`src/rtl/hae_pkg.sv`:
```
`timescale 1ns / 1ps
// shared constants and types of the heartbeat arrival estimator
package hae_pkg;

    localparam int WINDOW_SIZE = 5;
    localparam int IDX_W       = $clog2(WINDOW_SIZE);
    localparam int REM_W       = $clog2(WINDOW_SIZE);
    localparam int TIME_W      = 64;
    localparam int SEQ_W       = 32;
    localparam int DIV_BITS    = 8;
    localparam int DIV_STAGES  = TIME_W / DIV_BITS;

    localparam logic [15:0] MIN_FRAME_BYTES      = 16'd50;
    localparam logic [15:0] ETHER_TYPE_IPV4      = 16'h0800;
    localparam logic [7:0]  IP_PROTO_UDP         = 8'd17;
    localparam logic [15:0] WATCH_PORT_RESET     = 16'd8888;

    localparam int PADDR_W   = 3;
    localparam int REG_IDX_W = PADDR_W - 2;
    localparam logic [REG_IDX_W-1:0] REG_WATCH_PORT = REG_IDX_W'(0);

    typedef enum logic [1:0] {
        KIND_NONE,
        KIND_FILL,
        KIND_FILL_LAST,
        KIND_SLIDE
    } kind_t;

    typedef struct packed {
        logic  drop;
        kind_t kind;
    } meta_t;

    typedef struct packed {
        meta_t              meta;
        logic [TIME_W-1:0]  value;
    } stage_t;

    typedef struct packed {
        meta_t              meta;
        logic [TIME_W-1:0]  raw;
        logic [TIME_W-1:0]  quot;
    } div_item_t;

endpackage

```
`src/rtl/hae_in_if.sv`:
```
`timescale 1ns / 1ps
// frame summary request channel
interface hae_in_if;
    logic        valid;
    logic        ready;
    logic [15:0] frame_length;
    logic [15:0] ether_type;
    logic [7:0]  ip_protocol;
    logic [15:0] udp_dest_port;
    logic [31:0] heartbeat_sequence;
    logic [63:0] arrival_time_ns;

    modport source (
        output valid, frame_length, ether_type, ip_protocol, udp_dest_port,
               heartbeat_sequence, arrival_time_ns,
        input  ready
    );
    modport sink (
        input  valid, frame_length, ether_type, ip_protocol, udp_dest_port,
               heartbeat_sequence, arrival_time_ns,
        output ready
    );
endinterface

```
`src/rtl/hae_out_if.sv`:
```
`timescale 1ns / 1ps
// result request channel
interface hae_out_if;
    logic        valid;
    logic        ready;
    logic        drop_frame;
    logic        heartbeat_accepted;
    logic        estimate_valid;
    logic [63:0] arrival_estimate_ns;

    modport source (
        output valid, drop_frame, heartbeat_accepted, estimate_valid,
               arrival_estimate_ns,
        input  ready
    );
    modport sink (
        input  valid, drop_frame, heartbeat_accepted, estimate_valid,
               arrival_estimate_ns,
        output ready
    );
endinterface

```
`src/rtl/heartbeat_arrival_estimator.sv`:
```
`timescale 1ns / 1ps
// Heartbeat arrival estimator: one frame summary request is taken per clock while
// the result side does not stall, and every request yields exactly one result, in
// order, passing through the accept stage with the ring read, the difference or
// fill-sum stage, eight divider stages and the result register.
// The timestamp ring is a single memory written and read at the same slot in the
// accept cycle, and the divide by the window size runs as a pipeline of
// compare-subtract stages, so neither limits throughput. Stalls on the result
// side fill pipeline bubbles before they reach the input. The watched UDP port
// register sits at byte address 0 of the APB port and should only be written
// while no request is in flight.
module heartbeat_arrival_estimator (
    input  logic                        clk,
    input  logic                        rst_n,
    input  logic                        psel,
    input  logic                        penable,
    input  logic                        pwrite,
    input  logic [hae_pkg::PADDR_W-1:0] paddr,
    input  logic [31:0]                 pwdata,
    output logic [31:0]                 prdata,
    output logic                        pready,
    hae_in_if.sink                      frame_in,
    hae_out_if.source                   result_out
);
    import hae_pkg::*;

    logic [15:0]            watch_port_reg;
    logic [REG_IDX_W-1:0]   reg_idx;
    logic                   cfg_write;

    logic                   front_valid;
    logic                   front_ready;
    stage_t                 front_item;
    logic                   div_valid;
    logic                   div_ready;
    div_item_t              div_item;

    assign reg_idx   = paddr[PADDR_W-1:2];
    assign pready    = 1'b1;
    assign cfg_write = psel && penable && pwrite && pready;

    always_ff @(posedge clk or negedge rst_n)
    begin
        if (!rst_n)
        begin
            watch_port_reg <= WATCH_PORT_RESET;
        end
        else if (cfg_write && (reg_idx == REG_WATCH_PORT))
        begin
            watch_port_reg <= pwdata[15:0];
        end
    end

    always_comb
    begin
        unique case (reg_idx)
            REG_WATCH_PORT: prdata = {16'd0, watch_port_reg};
            default:        prdata = '0;
        endcase
    end

    hae_front u_front (
        .clk        (clk),
        .rst_n      (rst_n),
        .watch_port (watch_port_reg),
        .frame_in   (frame_in),
        .out_valid  (front_valid),
        .out_ready  (front_ready),
        .out_item   (front_item)
    );

    hae_div u_div (
        .clk       (clk),
        .rst_n     (rst_n),
        .in_valid  (front_valid),
        .in_ready  (front_ready),
        .in_item   (front_item),
        .out_valid (div_valid),
        .out_ready (div_ready),
        .out_item  (div_item)
    );

    hae_tail u_tail (
        .clk        (clk),
        .rst_n      (rst_n),
        .in_valid   (div_valid),
        .in_ready   (div_ready),
        .in_item    (div_item),
        .result_out (result_out)
    );

endmodule

```
`src/rtl/hae_front.sv`:
```
`timescale 1ns / 1ps
// classification, sequence check, timestamp ring and fill sum
module hae_front (
    input  logic            clk,
    input  logic            rst_n,
    input  logic [15:0]     watch_port,
    hae_in_if.sink          frame_in,
    output logic            out_valid,
    input  logic            out_ready,
    output hae_pkg::stage_t out_item
);
    import hae_pkg::*;

    logic [TIME_W-1:0] ring_mem [WINDOW_SIZE];
    logic [TIME_W-1:0] oldest_reg;

    logic [SEQ_W-1:0]  last_seq_reg;
    logic              any_seen_reg;
    logic [IDX_W-1:0]  widx_reg;
    logic [IDX_W-1:0]  widx_next;
    logic              filled_reg;

    logic              a_valid_reg;
    meta_t             a_meta_reg;
    logic [TIME_W-1:0] a_time_reg;

    logic              b_valid_reg;
    stage_t            b_item_reg;
    logic [TIME_W-1:0] sum_reg;
    logic [TIME_W-1:0] sum_next;

    logic              is_hb;
    logic              hb_accept;
    logic              accept_in;
    logic              a_ready;
    logic              b_load;
    kind_t             kind_in;
    logic [TIME_W-1:0] b_value;

    always_comb
    begin
        is_hb = (frame_in.frame_length >= MIN_FRAME_BYTES) &&
                (frame_in.ether_type == ETHER_TYPE_IPV4) &&
                (frame_in.ip_protocol == IP_PROTO_UDP) &&
                (frame_in.udp_dest_port == watch_port);
        hb_accept = is_hb &&
                    (!any_seen_reg || (frame_in.heartbeat_sequence > last_seq_reg));
        if (!hb_accept)
        begin
            kind_in = KIND_NONE;
        end
        else if (filled_reg)
        begin
            kind_in = KIND_SLIDE;
        end
        else if (widx_reg == IDX_W'(WINDOW_SIZE - 1))
        begin
            kind_in = KIND_FILL_LAST;
        end
        else
        begin
            kind_in = KIND_FILL;
        end
        widx_next = (widx_reg == IDX_W'(WINDOW_SIZE - 1)) ? '0 : widx_reg + IDX_W'(1);
    end

    assign b_load         = a_valid_reg && (!b_valid_reg || out_ready);
    assign a_ready        = !a_valid_reg || b_load;
    assign frame_in.ready = a_ready;
    assign accept_in      = frame_in.valid && a_ready;

    // estimator bookkeeping is settled at accept time, in request order
    always_ff @(posedge clk or negedge rst_n)
    begin
        if (!rst_n)
        begin
            last_seq_reg <= '0;
            any_seen_reg <= 1'b0;
            widx_reg     <= '0;
            filled_reg   <= 1'b0;
        end
        else if (accept_in && hb_accept)
        begin
            last_seq_reg <= frame_in.heartbeat_sequence;
            any_seen_reg <= 1'b1;
            widx_reg     <= widx_next;
            if (kind_in == KIND_FILL_LAST)
            begin
                filled_reg <= 1'b1;
            end
        end
    end

    // ring: old entry is read in the same cycle the new timestamp lands
    always_ff @(posedge clk)
    begin
        if (accept_in && hb_accept)
        begin
            ring_mem[widx_reg] <= frame_in.arrival_time_ns;
            if (filled_reg)
            begin
                oldest_reg <= ring_mem[widx_reg];
            end
        end
    end

    always_ff @(posedge clk or negedge rst_n)
    begin
        if (!rst_n)
        begin
            a_valid_reg <= 1'b0;
        end
        else if (accept_in)
        begin
            a_valid_reg <= 1'b1;
        end
        else if (b_load)
        begin
            a_valid_reg <= 1'b0;
        end
    end

    always_ff @(posedge clk)
    begin
        if (accept_in)
        begin
            a_meta_reg.drop <= is_hb;
            a_meta_reg.kind <= kind_in;
            a_time_reg      <= frame_in.arrival_time_ns;
        end
    end

    assign sum_next = sum_reg + a_time_reg;

    always_comb
    begin
        case (a_meta_reg.kind) inside
            KIND_SLIDE:                b_value = a_time_reg - oldest_reg;
            KIND_FILL, KIND_FILL_LAST: b_value = sum_next;
            default:                   b_value = sum_reg;
        endcase
    end

    always_ff @(posedge clk or negedge rst_n)
    begin
        if (!rst_n)
        begin
            b_valid_reg <= 1'b0;
            sum_reg     <= '0;
        end
        else
        begin
            if (b_load)
            begin
                b_valid_reg <= 1'b1;
            end
            else if (out_ready)
            begin
                b_valid_reg <= 1'b0;
            end
            if (b_load && ((a_meta_reg.kind == KIND_FILL) ||
                           (a_meta_reg.kind == KIND_FILL_LAST)))
            begin
                sum_reg <= sum_next;
            end
        end
    end

    always_ff @(posedge clk)
    begin
        if (b_load)
        begin
            b_item_reg.meta  <= a_meta_reg;
            b_item_reg.value <= b_value;
        end
    end

    assign out_valid = b_valid_reg;
    assign out_item  = b_item_reg;

    a_seq_tracked: assert property (@(posedge clk) disable iff (!rst_n)
        accept_in && hb_accept |=>
            any_seen_reg && (last_seq_reg == $past(frame_in.heartbeat_sequence)))
        else $error("accepted sequence not recorded");

    a_fill_done: assert property (@(posedge clk) disable iff (!rst_n)
        accept_in && (kind_in == KIND_FILL_LAST) |=> filled_reg && (widx_reg == '0))
        else $error("window fill did not complete");

    a_stage_hold: assert property (@(posedge clk) disable iff (!rst_n)
        a_valid_reg && !b_load |=> a_valid_reg && $stable(a_time_reg))
        else $error("stalled request lost");

endmodule

```
`src/rtl/hae_div.sv`:
```
`timescale 1ns / 1ps
// pipelined divider by the window size, a byte of quotient per stage
module hae_div (
    input  logic               clk,
    input  logic               rst_n,
    input  logic               in_valid,
    output logic               in_ready,
    input  hae_pkg::stage_t    in_item,
    output logic               out_valid,
    input  logic               out_ready,
    output hae_pkg::div_item_t out_item
);
    import hae_pkg::*;

    typedef struct packed {
        logic [REM_W-1:0]  rem;
        logic [TIME_W-1:0] word;
    } div_state_t;

    localparam logic [REM_W:0] DIVISOR = (REM_W + 1)'(WINDOW_SIZE);

    // restoring steps; dividend bits shift out the top, quotient bits in
    function automatic div_state_t div_step(input div_state_t s);
        div_state_t     r;
        logic [REM_W:0] wide;
        r = s;
        for (int i = 0; i < DIV_BITS; i++)
        begin
            wide   = {r.rem, r.word[TIME_W-1]};
            r.word = {r.word[TIME_W-2:0], 1'b0};
            if (wide >= DIVISOR)
            begin
                wide      = wide - DIVISOR;
                r.word[0] = 1'b1;
            end
            r.rem = wide[REM_W-1:0];
        end
        return r;
    endfunction

    logic              stg_valid_reg [DIV_STAGES];
    meta_t             stg_meta_reg  [DIV_STAGES];
    logic [TIME_W-1:0] stg_raw_reg   [DIV_STAGES];
    div_state_t        stg_state_reg [DIV_STAGES];
    logic              rdy           [DIV_STAGES+1];

    assign rdy[DIV_STAGES] = out_ready;
    assign in_ready        = rdy[0];

    for (genvar k = 0; k < DIV_STAGES; k++)
    begin : g_stage
        logic              src_valid;
        meta_t             src_meta;
        logic [TIME_W-1:0] src_raw;
        div_state_t        src_state;
        logic              load;

        if (k == 0)
        begin : g_first
            assign src_valid      = in_valid;
            assign src_meta       = in_item.meta;
            assign src_raw        = in_item.value;
            assign src_state.rem  = '0;
            assign src_state.word = in_item.value;
        end
        else
        begin : g_next
            assign src_valid = stg_valid_reg[k-1];
            assign src_meta  = stg_meta_reg[k-1];
            assign src_raw   = stg_raw_reg[k-1];
            assign src_state = stg_state_reg[k-1];
        end

        assign rdy[k] = !stg_valid_reg[k] || rdy[k+1];
        assign load   = src_valid && rdy[k];

        always_ff @(posedge clk or negedge rst_n)
        begin
            if (!rst_n)
            begin
                stg_valid_reg[k] <= 1'b0;
            end
            else if (load)
            begin
                stg_valid_reg[k] <= 1'b1;
            end
            else if (rdy[k+1])
            begin
                stg_valid_reg[k] <= 1'b0;
            end
        end

        always_ff @(posedge clk)
        begin
            if (load)
            begin
                stg_meta_reg[k]  <= src_meta;
                stg_raw_reg[k]   <= src_raw;
                stg_state_reg[k] <= div_step(src_state);
            end
        end
    end

    assign out_valid     = stg_valid_reg[DIV_STAGES-1];
    assign out_item.meta = stg_meta_reg[DIV_STAGES-1];
    assign out_item.raw  = stg_raw_reg[DIV_STAGES-1];
    assign out_item.quot = stg_state_reg[DIV_STAGES-1].word;

endmodule

```
`src/rtl/hae_tail.sv`:
```
`timescale 1ns / 1ps
// running estimate accumulator and result register
module hae_tail (
    input  logic               clk,
    input  logic               rst_n,
    input  logic               in_valid,
    output logic               in_ready,
    input  hae_pkg::div_item_t in_item,
    hae_out_if.source          result_out
);
    import hae_pkg::*;

    logic [TIME_W-1:0] acc_reg;
    logic [TIME_W-1:0] acc_next;
    logic              filled_reg;
    logic              filled_next;
    logic              out_valid_reg;
    logic              out_drop_reg;
    logic              out_accepted_reg;
    logic              out_est_valid_reg;
    logic [TIME_W-1:0] out_est_reg;
    logic              load;

    assign in_ready = !out_valid_reg || result_out.ready;
    assign load     = in_valid && in_ready;

    always_comb
    begin
        acc_next    = acc_reg;
        filled_next = filled_reg;
        case (in_item.meta.kind)
            KIND_FILL:
            begin
                acc_next = in_item.raw;
            end
            KIND_FILL_LAST:
            begin
                acc_next    = in_item.quot;
                filled_next = 1'b1;
            end
            KIND_SLIDE:
            begin
                acc_next = acc_reg + in_item.quot;
            end
            default:
            begin
                acc_next = acc_reg;
            end
        endcase
    end

    always_ff @(posedge clk or negedge rst_n)
    begin
        if (!rst_n)
        begin
            acc_reg       <= '0;
            filled_reg    <= 1'b0;
            out_valid_reg <= 1'b0;
        end
        else
        begin
            if (load)
            begin
                acc_reg       <= acc_next;
                filled_reg    <= filled_next;
                out_valid_reg <= 1'b1;
            end
            else if (result_out.ready)
            begin
                out_valid_reg <= 1'b0;
            end
        end
    end

    always_ff @(posedge clk)
    begin
        if (load)
        begin
            out_drop_reg      <= in_item.meta.drop;
            out_accepted_reg  <= (in_item.meta.kind != KIND_NONE);
            out_est_valid_reg <= filled_next;
            out_est_reg       <= acc_next;
        end
    end

    assign result_out.valid               = out_valid_reg;
    assign result_out.drop_frame          = out_drop_reg;
    assign result_out.heartbeat_accepted  = out_accepted_reg;
    assign result_out.estimate_valid      = out_est_valid_reg;
    assign result_out.arrival_estimate_ns = out_est_reg;

    a_slide_after_fill: assert property (@(posedge clk) disable iff (!rst_n)
        in_valid && (in_item.meta.kind == KIND_SLIDE) |-> filled_reg)
        else $error("sliding update ahead of the first average");

    a_valid_matches: assert property (@(posedge clk) disable iff (!rst_n)
        out_valid_reg |-> (out_est_valid_reg == filled_reg) && (out_est_reg == acc_reg))
        else $error("result out of step with estimator state");

    a_none_keeps: assert property (@(posedge clk) disable iff (!rst_n)
        load && (in_item.meta.kind == KIND_NONE) |=> acc_reg == $past(acc_reg))
        else $error("estimate moved on a non-accepted frame");

endmodule

```
`src/flat_wrapper.sv`:
```
// flat-port wrapper written by rule: the top's interface ports become plain ports
module heartbeat_arrival_estimator_flat import hae_pkg::*;
  (clk, rst_n, psel, penable, pwrite, paddr, pwdata, prdata, pready, frame_in_valid, frame_in_frame_length, frame_in_ether_type, frame_in_ip_protocol, frame_in_udp_dest_port, frame_in_heartbeat_sequence, frame_in_arrival_time_ns, frame_in_ready, result_out_valid, result_out_drop_frame, result_out_heartbeat_accepted, result_out_estimate_valid, result_out_arrival_estimate_ns, result_out_ready);
  hae_in_if frame_in_i ();
  hae_out_if result_out_i ();
  input  logic clk;
  input  logic rst_n;
  input  logic psel;
  input  logic penable;
  input  logic pwrite;
  input  logic [hae_pkg::PADDR_W-1:0] paddr;
  input  logic [31:0] pwdata;
  output logic [31:0] prdata;
  output logic pready;
  input wire logic [$bits(frame_in_i.valid)-1:0] frame_in_valid;
  input wire logic [$bits(frame_in_i.frame_length)-1:0] frame_in_frame_length;
  input wire logic [$bits(frame_in_i.ether_type)-1:0] frame_in_ether_type;
  input wire logic [$bits(frame_in_i.ip_protocol)-1:0] frame_in_ip_protocol;
  input wire logic [$bits(frame_in_i.udp_dest_port)-1:0] frame_in_udp_dest_port;
  input wire logic [$bits(frame_in_i.heartbeat_sequence)-1:0] frame_in_heartbeat_sequence;
  input wire logic [$bits(frame_in_i.arrival_time_ns)-1:0] frame_in_arrival_time_ns;
  output wire logic [$bits(frame_in_i.ready)-1:0] frame_in_ready;
  output wire logic [$bits(result_out_i.valid)-1:0] result_out_valid;
  output wire logic [$bits(result_out_i.drop_frame)-1:0] result_out_drop_frame;
  output wire logic [$bits(result_out_i.heartbeat_accepted)-1:0] result_out_heartbeat_accepted;
  output wire logic [$bits(result_out_i.estimate_valid)-1:0] result_out_estimate_valid;
  output wire logic [$bits(result_out_i.arrival_estimate_ns)-1:0] result_out_arrival_estimate_ns;
  input wire logic [$bits(result_out_i.ready)-1:0] result_out_ready;
  assign frame_in_i.valid = frame_in_valid;
  assign frame_in_i.frame_length = frame_in_frame_length;
  assign frame_in_i.ether_type = frame_in_ether_type;
  assign frame_in_i.ip_protocol = frame_in_ip_protocol;
  assign frame_in_i.udp_dest_port = frame_in_udp_dest_port;
  assign frame_in_i.heartbeat_sequence = frame_in_heartbeat_sequence;
  assign frame_in_i.arrival_time_ns = frame_in_arrival_time_ns;
  assign frame_in_ready = frame_in_i.ready;
  assign result_out_valid = result_out_i.valid;
  assign result_out_drop_frame = result_out_i.drop_frame;
  assign result_out_heartbeat_accepted = result_out_i.heartbeat_accepted;
  assign result_out_estimate_valid = result_out_i.estimate_valid;
  assign result_out_arrival_estimate_ns = result_out_i.arrival_estimate_ns;
  assign result_out_i.ready = result_out_ready;
  heartbeat_arrival_estimator u_core (.clk(clk), .rst_n(rst_n), .psel(psel), .penable(penable), .pwrite(pwrite), .paddr(paddr), .pwdata(pwdata), .prdata(prdata), .pready(pready), .frame_in(frame_in_i), .result_out(result_out_i));
endmodule
```
`config.mk`:
```
export PLATFORM = sky130hd
export DESIGN_NAME = heartbeat_arrival_estimator_flat
export DESIGN_NICKNAME = d
export VERILOG_FILES = /design/src/rtl/hae_pkg.sv /design/src/rtl/hae_in_if.sv /design/src/rtl/hae_out_if.sv /design/src/rtl/heartbeat_arrival_estimator.sv /design/src/rtl/hae_front.sv /design/src/rtl/hae_div.sv /design/src/rtl/hae_tail.sv /design/src/flat_wrapper.sv
export SDC_FILE = /design/constraint.sdc
export NUM_CORES = 2
export LEC_CHECK = 0
export ABC_AREA = 1
export BUFFER_PORTS_ARGS = -buffer_cell sky130_fd_sc_hd__buf_2
export CORE_MARGIN = 5
export CORE_UTILIZATION = 40
export DETAILED_ROUTE_END_ITERATION = 10
export PLACE_DENSITY = 0.55
export SLEW_MARGIN = 25
export SYNTH_ARGS = -nofsm -noshare
export SYNTH_HDL_FRONTEND = slang
export SYNTH_SLANG_ARGS = --single-unit
```
`constraint.sdc`:
```
create_clock -name clk -period 12.39 [get_ports clk]
set_clock_uncertainty 0.1 [all_clocks]
set_input_delay 0.6195 -clock clk [delete_from_list [all_inputs] [get_ports clk]]
set_output_delay 0.6195 -clock clk [all_outputs]
set_load 0.005 [all_outputs]
```
; ---- Word level (Yosys, flattened, before mapping)
; Memory sizes are Yosys's and may differ from the RTL's. A register that Yosys moved wholly into a read port is not among the register bits.
; Cells that the tools add are included.
[totals]
rom_bits = 0
input_bits = 194
n_memories = 4
output_inout_bits = 102
ram_bits = 1392
reg_bits = 394
wordCells = 544
latchBits = 0
[mem_list]
columns = memory, words, word_bits, rd, rd_ports_with_merged_regs, write_ports, line
row1 = u_core.u_div.stg_state_reg, 8, 67, 8, 0, 8, hae_div.sv:44  ; div_state_t stg_state_reg [DIV_STAGES];
row2 = u_core.u_div.stg_raw_reg, 8, 64, 8, 0, 8, hae_div.sv:43  ; logic [TIME_W-1:0] stg_raw_reg [DIV_STAGES];
row3 = u_core.u_front.ring_mem, 5, 64, 1, 1, 1, hae_front.sv:14  ; logic [TIME_W-1:0] ring_mem [WINDOW_SIZE];
row4 = u_core.u_div.stg_meta_reg, 8, 3, 8, 0, 8, hae_div.sv:42  ; meta_t stg_meta_reg [DIV_STAGES];
[op_classes]
n_mux = 305
n_addsub = 68
n_bitwise = 1
n_lt_le_gt_ge = 66
multipliers = 0
n_eq_ne = 11
n_reduce_logical = 60
n_shift = 0
div = 0
[ops]
columns = cell, n
row1 = $mux W3, 129
row2 = $ge A4 B3 Y1 const B, 63
row3 = $pmux W64 S3, 1
row4 = $sub A3 B3 Y3 const B, 63
row5 = $mux W1, 169
row6 = $add A64 B64 Y64, 2
row7 = $mux W64, 2
row8 = $sub A64 B64 Y64, 1
row9 = $gt A32 B32 Y1, 1
row10 = $reduce_bool A2 Y1, 12
row11 = $logic_and A1 B1 Y1, 20
row12 = $eq A16 B12 Y1 const B, 1
row13 = $eq A16 B16 Y1, 1
row14 = $ge A16 B6 Y1 const B, 1
row15 = $mux W16, 1
row16 = $logic_or A1 B1 Y1, 13
row17 = $logic_not A1 Y1, 12
row18 = $eq A2 B2 Y1 const B, 5
row19 = $eq A8 B5 Y1 const B, 1
row20 = $mux W2, 3
row21 = $eq A2 B1 Y1 const B, 2
row22 = $reduce_and A2 Y1, 2
row23 = $add A3 B1 Y3 const B, 1
row24 = $eq A3 B3 Y1 const B, 1
row25 = other kinds (4), 4

; ---- Longest topological paths before layout
[depth]
word_depth = 33
depth_mapped = 58
mapped_depth_nobuf = 58

; ---- Cells and area by module
; A second synthesis with hierarchy kept.
[unflattened]
cells_unflattened = 8366
area_unflattened_um2 = 80782.5
[modules_own_cells]
columns = mod, area_each_um2, instances, seq_area_each_um2, cells_each
row1 = hae_front, 35824.4, 1, 18132.4, 4401
row2 = hae_div, 31780.5, 1, 25094.1, 1892
row3 = hae_tail, 12231.7, 1, 3663.5, 1948
row4 = heartbeat_arrival_estimator, 945.9, 1, 407.9, 125

; ---- Worst setup path after synthesis
; OpenSTA, ideal clock, no wires.
[synth_timing]
path_kind = in2reg
start = input result_out_ready
end = memory u_core.u_front.ring_mem[1][0], enable pin
required_time_ns = 11.643
t_arrival_ns = 8.873
setup_ns = 0.647
slack_ns = 2.770
n_path_buf = 0
path_stages = 24
path_cell_list = nor2_2 -> inv_2 -> nor2_1 -> inv_2 -> nor2_2 -> inv_2 -> nor2_4 -> inv_2 -> nor2_2 -> inv_2 -> nor2_1 -> inv_2 -> nor2_2 -> inv_2 -> nor2_4 -> inv_2 -> nor2_2 -> inv_2 -> nor2_4 -> nand2_2 -> nand2_1 -> inv_2 -> nand3_1 -> nor4_1
[synth_between]
elab_chain_len = 16
[synth_rtl]
columns = item, line
row1 = start: declaration, flat_wrapper.sv:28  ; input wire logic [$bits(result_out_i.ready)-1:0] result_out_ready;
row2 = $logic_or A1 B1 Y1, hae_tail.sv:24  ; assign in_ready = !out_valid_reg || result_out.ready;
row3 = $logic_or A1 B1 Y1 (8 in series), hae_div.sv:74  ; assign rdy[k] = !stg_valid_reg[k] || rdy[k+1];
row4 = $logic_or A1 B1 Y1, hae_front.sv:67  ; assign b_load = a_valid_reg && (!b_valid_reg || out_ready);
row5 = $logic_and A1 B1 Y1, hae_front.sv:67
row6 = $logic_or A1 B1 Y1, hae_front.sv:68  ; assign a_ready = !a_valid_reg || b_load;
row7 = via frame_in_ready, flat_wrapper.sv:22  ; output wire logic [$bits(frame_in_i.ready)-1:0] frame_in_ready;
row8 = $logic_and A1 B1 Y1, hae_front.sv:70  ; assign accept_in = frame_in.valid && a_ready;
row9 = via u_core.u_front.accept_in, hae_front.sv:34  ; logic accept_in;
row10 = $logic_and A1 B1 Y1, hae_front.sv:97  ; if (accept_in && hb_accept)
row11 = $mux W1, hae_front.sv:97
row12 = $mux W1 (not written as such), hae_front.sv:99  ; ring_mem[widx_reg] <= frame_in.arrival_time_ns;
row13 = end: declaration, hae_front.sv:14
; The timed path passes the listed nets, and every way through them passes these cells.

==> results.sh <==
export IMPL_path_clk_slew_ps=60
export IMPL_outcome="complete, no violations"
export IMPL_critPathLaunchType="register"
export IMPL_required_ps=12830
export IMPL_start_util_pct=40.2
export IMPL_grt_antenna_before_repair=8
export IMPL_post_route_min_period_ps=7220
export IMPL_layout_commonest_cell="edfxtp_1"
export IMPL_wirelength_um=172000
export IMPL_synth_top_cell_by_area="edfxtp_1"
export IMPL_ys_flop_type="edfxtp_1"
export IMPL_post_place_cells=9148
export IMPL_cp_buffers_inverters=8
export IMPL_drive_gt1_share_pct=11.8
export IMPL_syn_to_final_growth_pct=15.2
export IMPL_die_h_um=439
export IMPL_insertion_delay_ps=810
export IMPL_endpoint_kind="register"
export IMPL_cpPeakStageDelay_ps=440
export IMPL_drtPass1Iterations=6
export IMPL_hold_ws_ps=263
export IMPL_dieArea_um2=193000
export IMPL_seq_area_um2=47300
export IMPL_fillerInstances=16700
export IMPL_crit_family="simple AND/OR/NAND/NOR gates"
export IMPL_ant_nets=0
export IMPL_clock_sinks=1607
export IMPL_grt_util_all_layers_pct=17.6
export IMPL_syn_avg_cell_area_um2=11.3
export IMPL_synthCells=6517
export IMPL_h_tree_depth=4
export IMPL_grt_pass1_vias=47200
export IMPL_final_cell_mix="edfxtp_1 (1414), nand2_1 (1241), inv_1 (778), a21oi_1 (403), nor2_1 (347)"
export IMPL_hp_class="primary input to register"
export IMPL_synthTopCellsByArea="edfxtp_1 (58%), dfrtp_1 (6.4%), nand2_1 (6.3%), ha_1 (5.9%), inv_1 (4.0%)"
export IMPL_postCtsResizedCells=0
export IMPL_cap_violations=0
export IMPL_ys_async_sr_fraction_pct=12.0
export IMPL_grt_max_degree=89
export IMPL_whs_path_depth=6
export IMPL_clk_path_buf_depth=3
export IMPL_setup_worst_path_start="u_core.u_div.stg_state_reg[1][63]"
export IMPL_cts_tree="yes"
export IMPL_ys_ff_latch=1607
export IMPL_via_count=47600
export IMPL_vias_per_cell=4.97
export IMPL_grt_pass1_wl_um=268000
export IMPL_ys_types=64
export IMPL_tightest_slew_ps=1040
export IMPL_relSlewSlack_pct=30.4
export IMPL_cts_buffers_inserted=170
export IMPL_drv_slew=0
export IMPL_cts_root_buf="clkbuf_16"
export IMPL_crit_cells=52
export IMPL_cts_hold_buf=115
export IMPL_synth_enable_flop_cells=1414
export IMPL_place_congestion=0.933
export IMPL_fin_crit_sh_pct=58.3
export IMPL_worst_path_max_delay_cell="edfxtp_1"
export IMPL_final_setup_tns_ps=0
export IMPL_grt_overflow_total=0
export IMPL_synth_seq_area_share_pct=64.3
export IMPL_yosysTopAreaCellShare_pct=57.7
export IMPL_coreArea_um2=183000
export IMPL_rsz0062_at_grt="no"
export IMPL_finalSetupViolations=0
export IMPL_avgRoutedWirePerCell_um=17.9
export IMPL_finalNetCount=7514
export IMPL_largest_register_ff_count=517
export IMPL_post_cts_buffers=0
export IMPL_critPathMaxFanout=4
export IMPL_max_clock_freq_ghz=0.138
export IMPL_die_w_um=439
export IMPL_fin_cells=9585
export IMPL_mappedNetlistArea_um2=73600
export IMPL_cp_common_cell="nand2_1"
export IMPL_drcViolationCount=0
export IMPL_r2r_start="u_core.u_div.stg_state_reg[1][63]"
export IMPL_ys_warn_count=0
export IMPL_critPathKind="register to register"
export IMPL_multi_input_area_um2=22800
export IMPL_num_rows=157
export IMPL_drtIter0Drc=3199
export IMPL_hold_viol=0
export IMPL_ios=296
export IMPL_hp_start="frame_in_ip_protocol[2]"
export IMPL_port_buffers=259
export IMPL_rr_worst_depth=52
export IMPL_cp_arrival_ps=7660
export IMPL_post_dp_hpwl_um=121000
through the flow:
| step | setup WS (ps) | cell area (um2) | utilization (%) |
|---|---|---|---|
| 2_1_floorplan | 2770 | 73600 | - |
| 3_3_place_gp | 5510 | 77800 | 42.5 |
| 3_5_place_dp | 5220 | 77800 | 42.5 |
| 4_1_cts | 5160 | 84700 | 46.3 |
| 5_1_grt | 4510 | 84700 | 46.3 |
| 6_report | 5170 | 84700 | 46.3 |
cell families (layout without fill, tap and decap cells):
group / Yosys count / after routing / share of synthesized area (%)
muxes: 1 / 1 / 0.0136
and+or+nand+nor: 2257 / 2257 / 13.5
DFF: 1607 / 1607 / 64.3
xor gates and xnor gates: 108 / 108 / 1.29
other: 2 / 24 / 0.0102
buffers and inverters: 959 / 1541 / 5.02
AOI/OAI and AO/OA: 1234 / 1234 / 9.94
adders and majority gates: 349 / 349 / 5.96
final cells by class:
cell class | instances | area share (%)
multi-input combinational | 3966 | 26.9
inverter | 807 | 3.59
clock inverter | 100 | 1.34
timing repair buffer | 419 | 3.30
tap | 2464 | 3.64
clock buffer | 215 | 5.41
sequential | 1607 | 55.8
antenna | 7 | 0.0207
worst paths after layout:
check / slack [ps] / end
min in group asynchronous: 330 / u_core.u_tail.acc_reg[0]
min reg2reg: 300 / u_core.u_div.stg_raw_reg[1][201]
max: 5170 / u_core.u_div.stg_state_reg[1][131]
max reg2reg: 5170 / u_core.u_div.stg_state_reg[1][131]
min: 260 / u_core.u_front.last_seq_reg[0]
max in group asynchronous: 9970 / u_core.u_front.sum_reg[62]
tightest hold or removal path: stages:
cell and delay, ps:
buf_2 70, nor4_1 60, nand4_1 90, nor2_1 80
nand3_2 100, o21ai_0 70
per-layer routing:
metal	global-route usage, %	wire length, um
met1	24.9	80700
met2	28.0	77800
met3	2.71	7750
met4	5.92	5370
met5	0	13
Yosys cell counts (all sizes together), types with 2 or more instances:
cell type  instances
dfrtp            187
a21boi            15
a31oi             85
a21o              17
xor2              65
nand3b             7
o31ai              2
conb               2
nand4             88
nor2             367
or4                2
a21oi            405
dfstp              6
and2               2
a2111oi            3
o22ai              9
fa                 3
nor4              27
clkinv             5
nand2           1316
a221oi            55
nand3            336
o21ai            434
clkbuf           105
ha               346
o2bb2ai            2
o221ai             6
a22oi             84
edfxtp          1414
or2               68
o21bai            14
nor3              41
o21a              22
o211ai            31
a211oi             8
a32o              24
o2111ai           16
inv              802
buf               47
xnor2             43
Power is not shown: default switching activity piles up to over one toggle a cycle in this logic, so the estimate is an artifact.
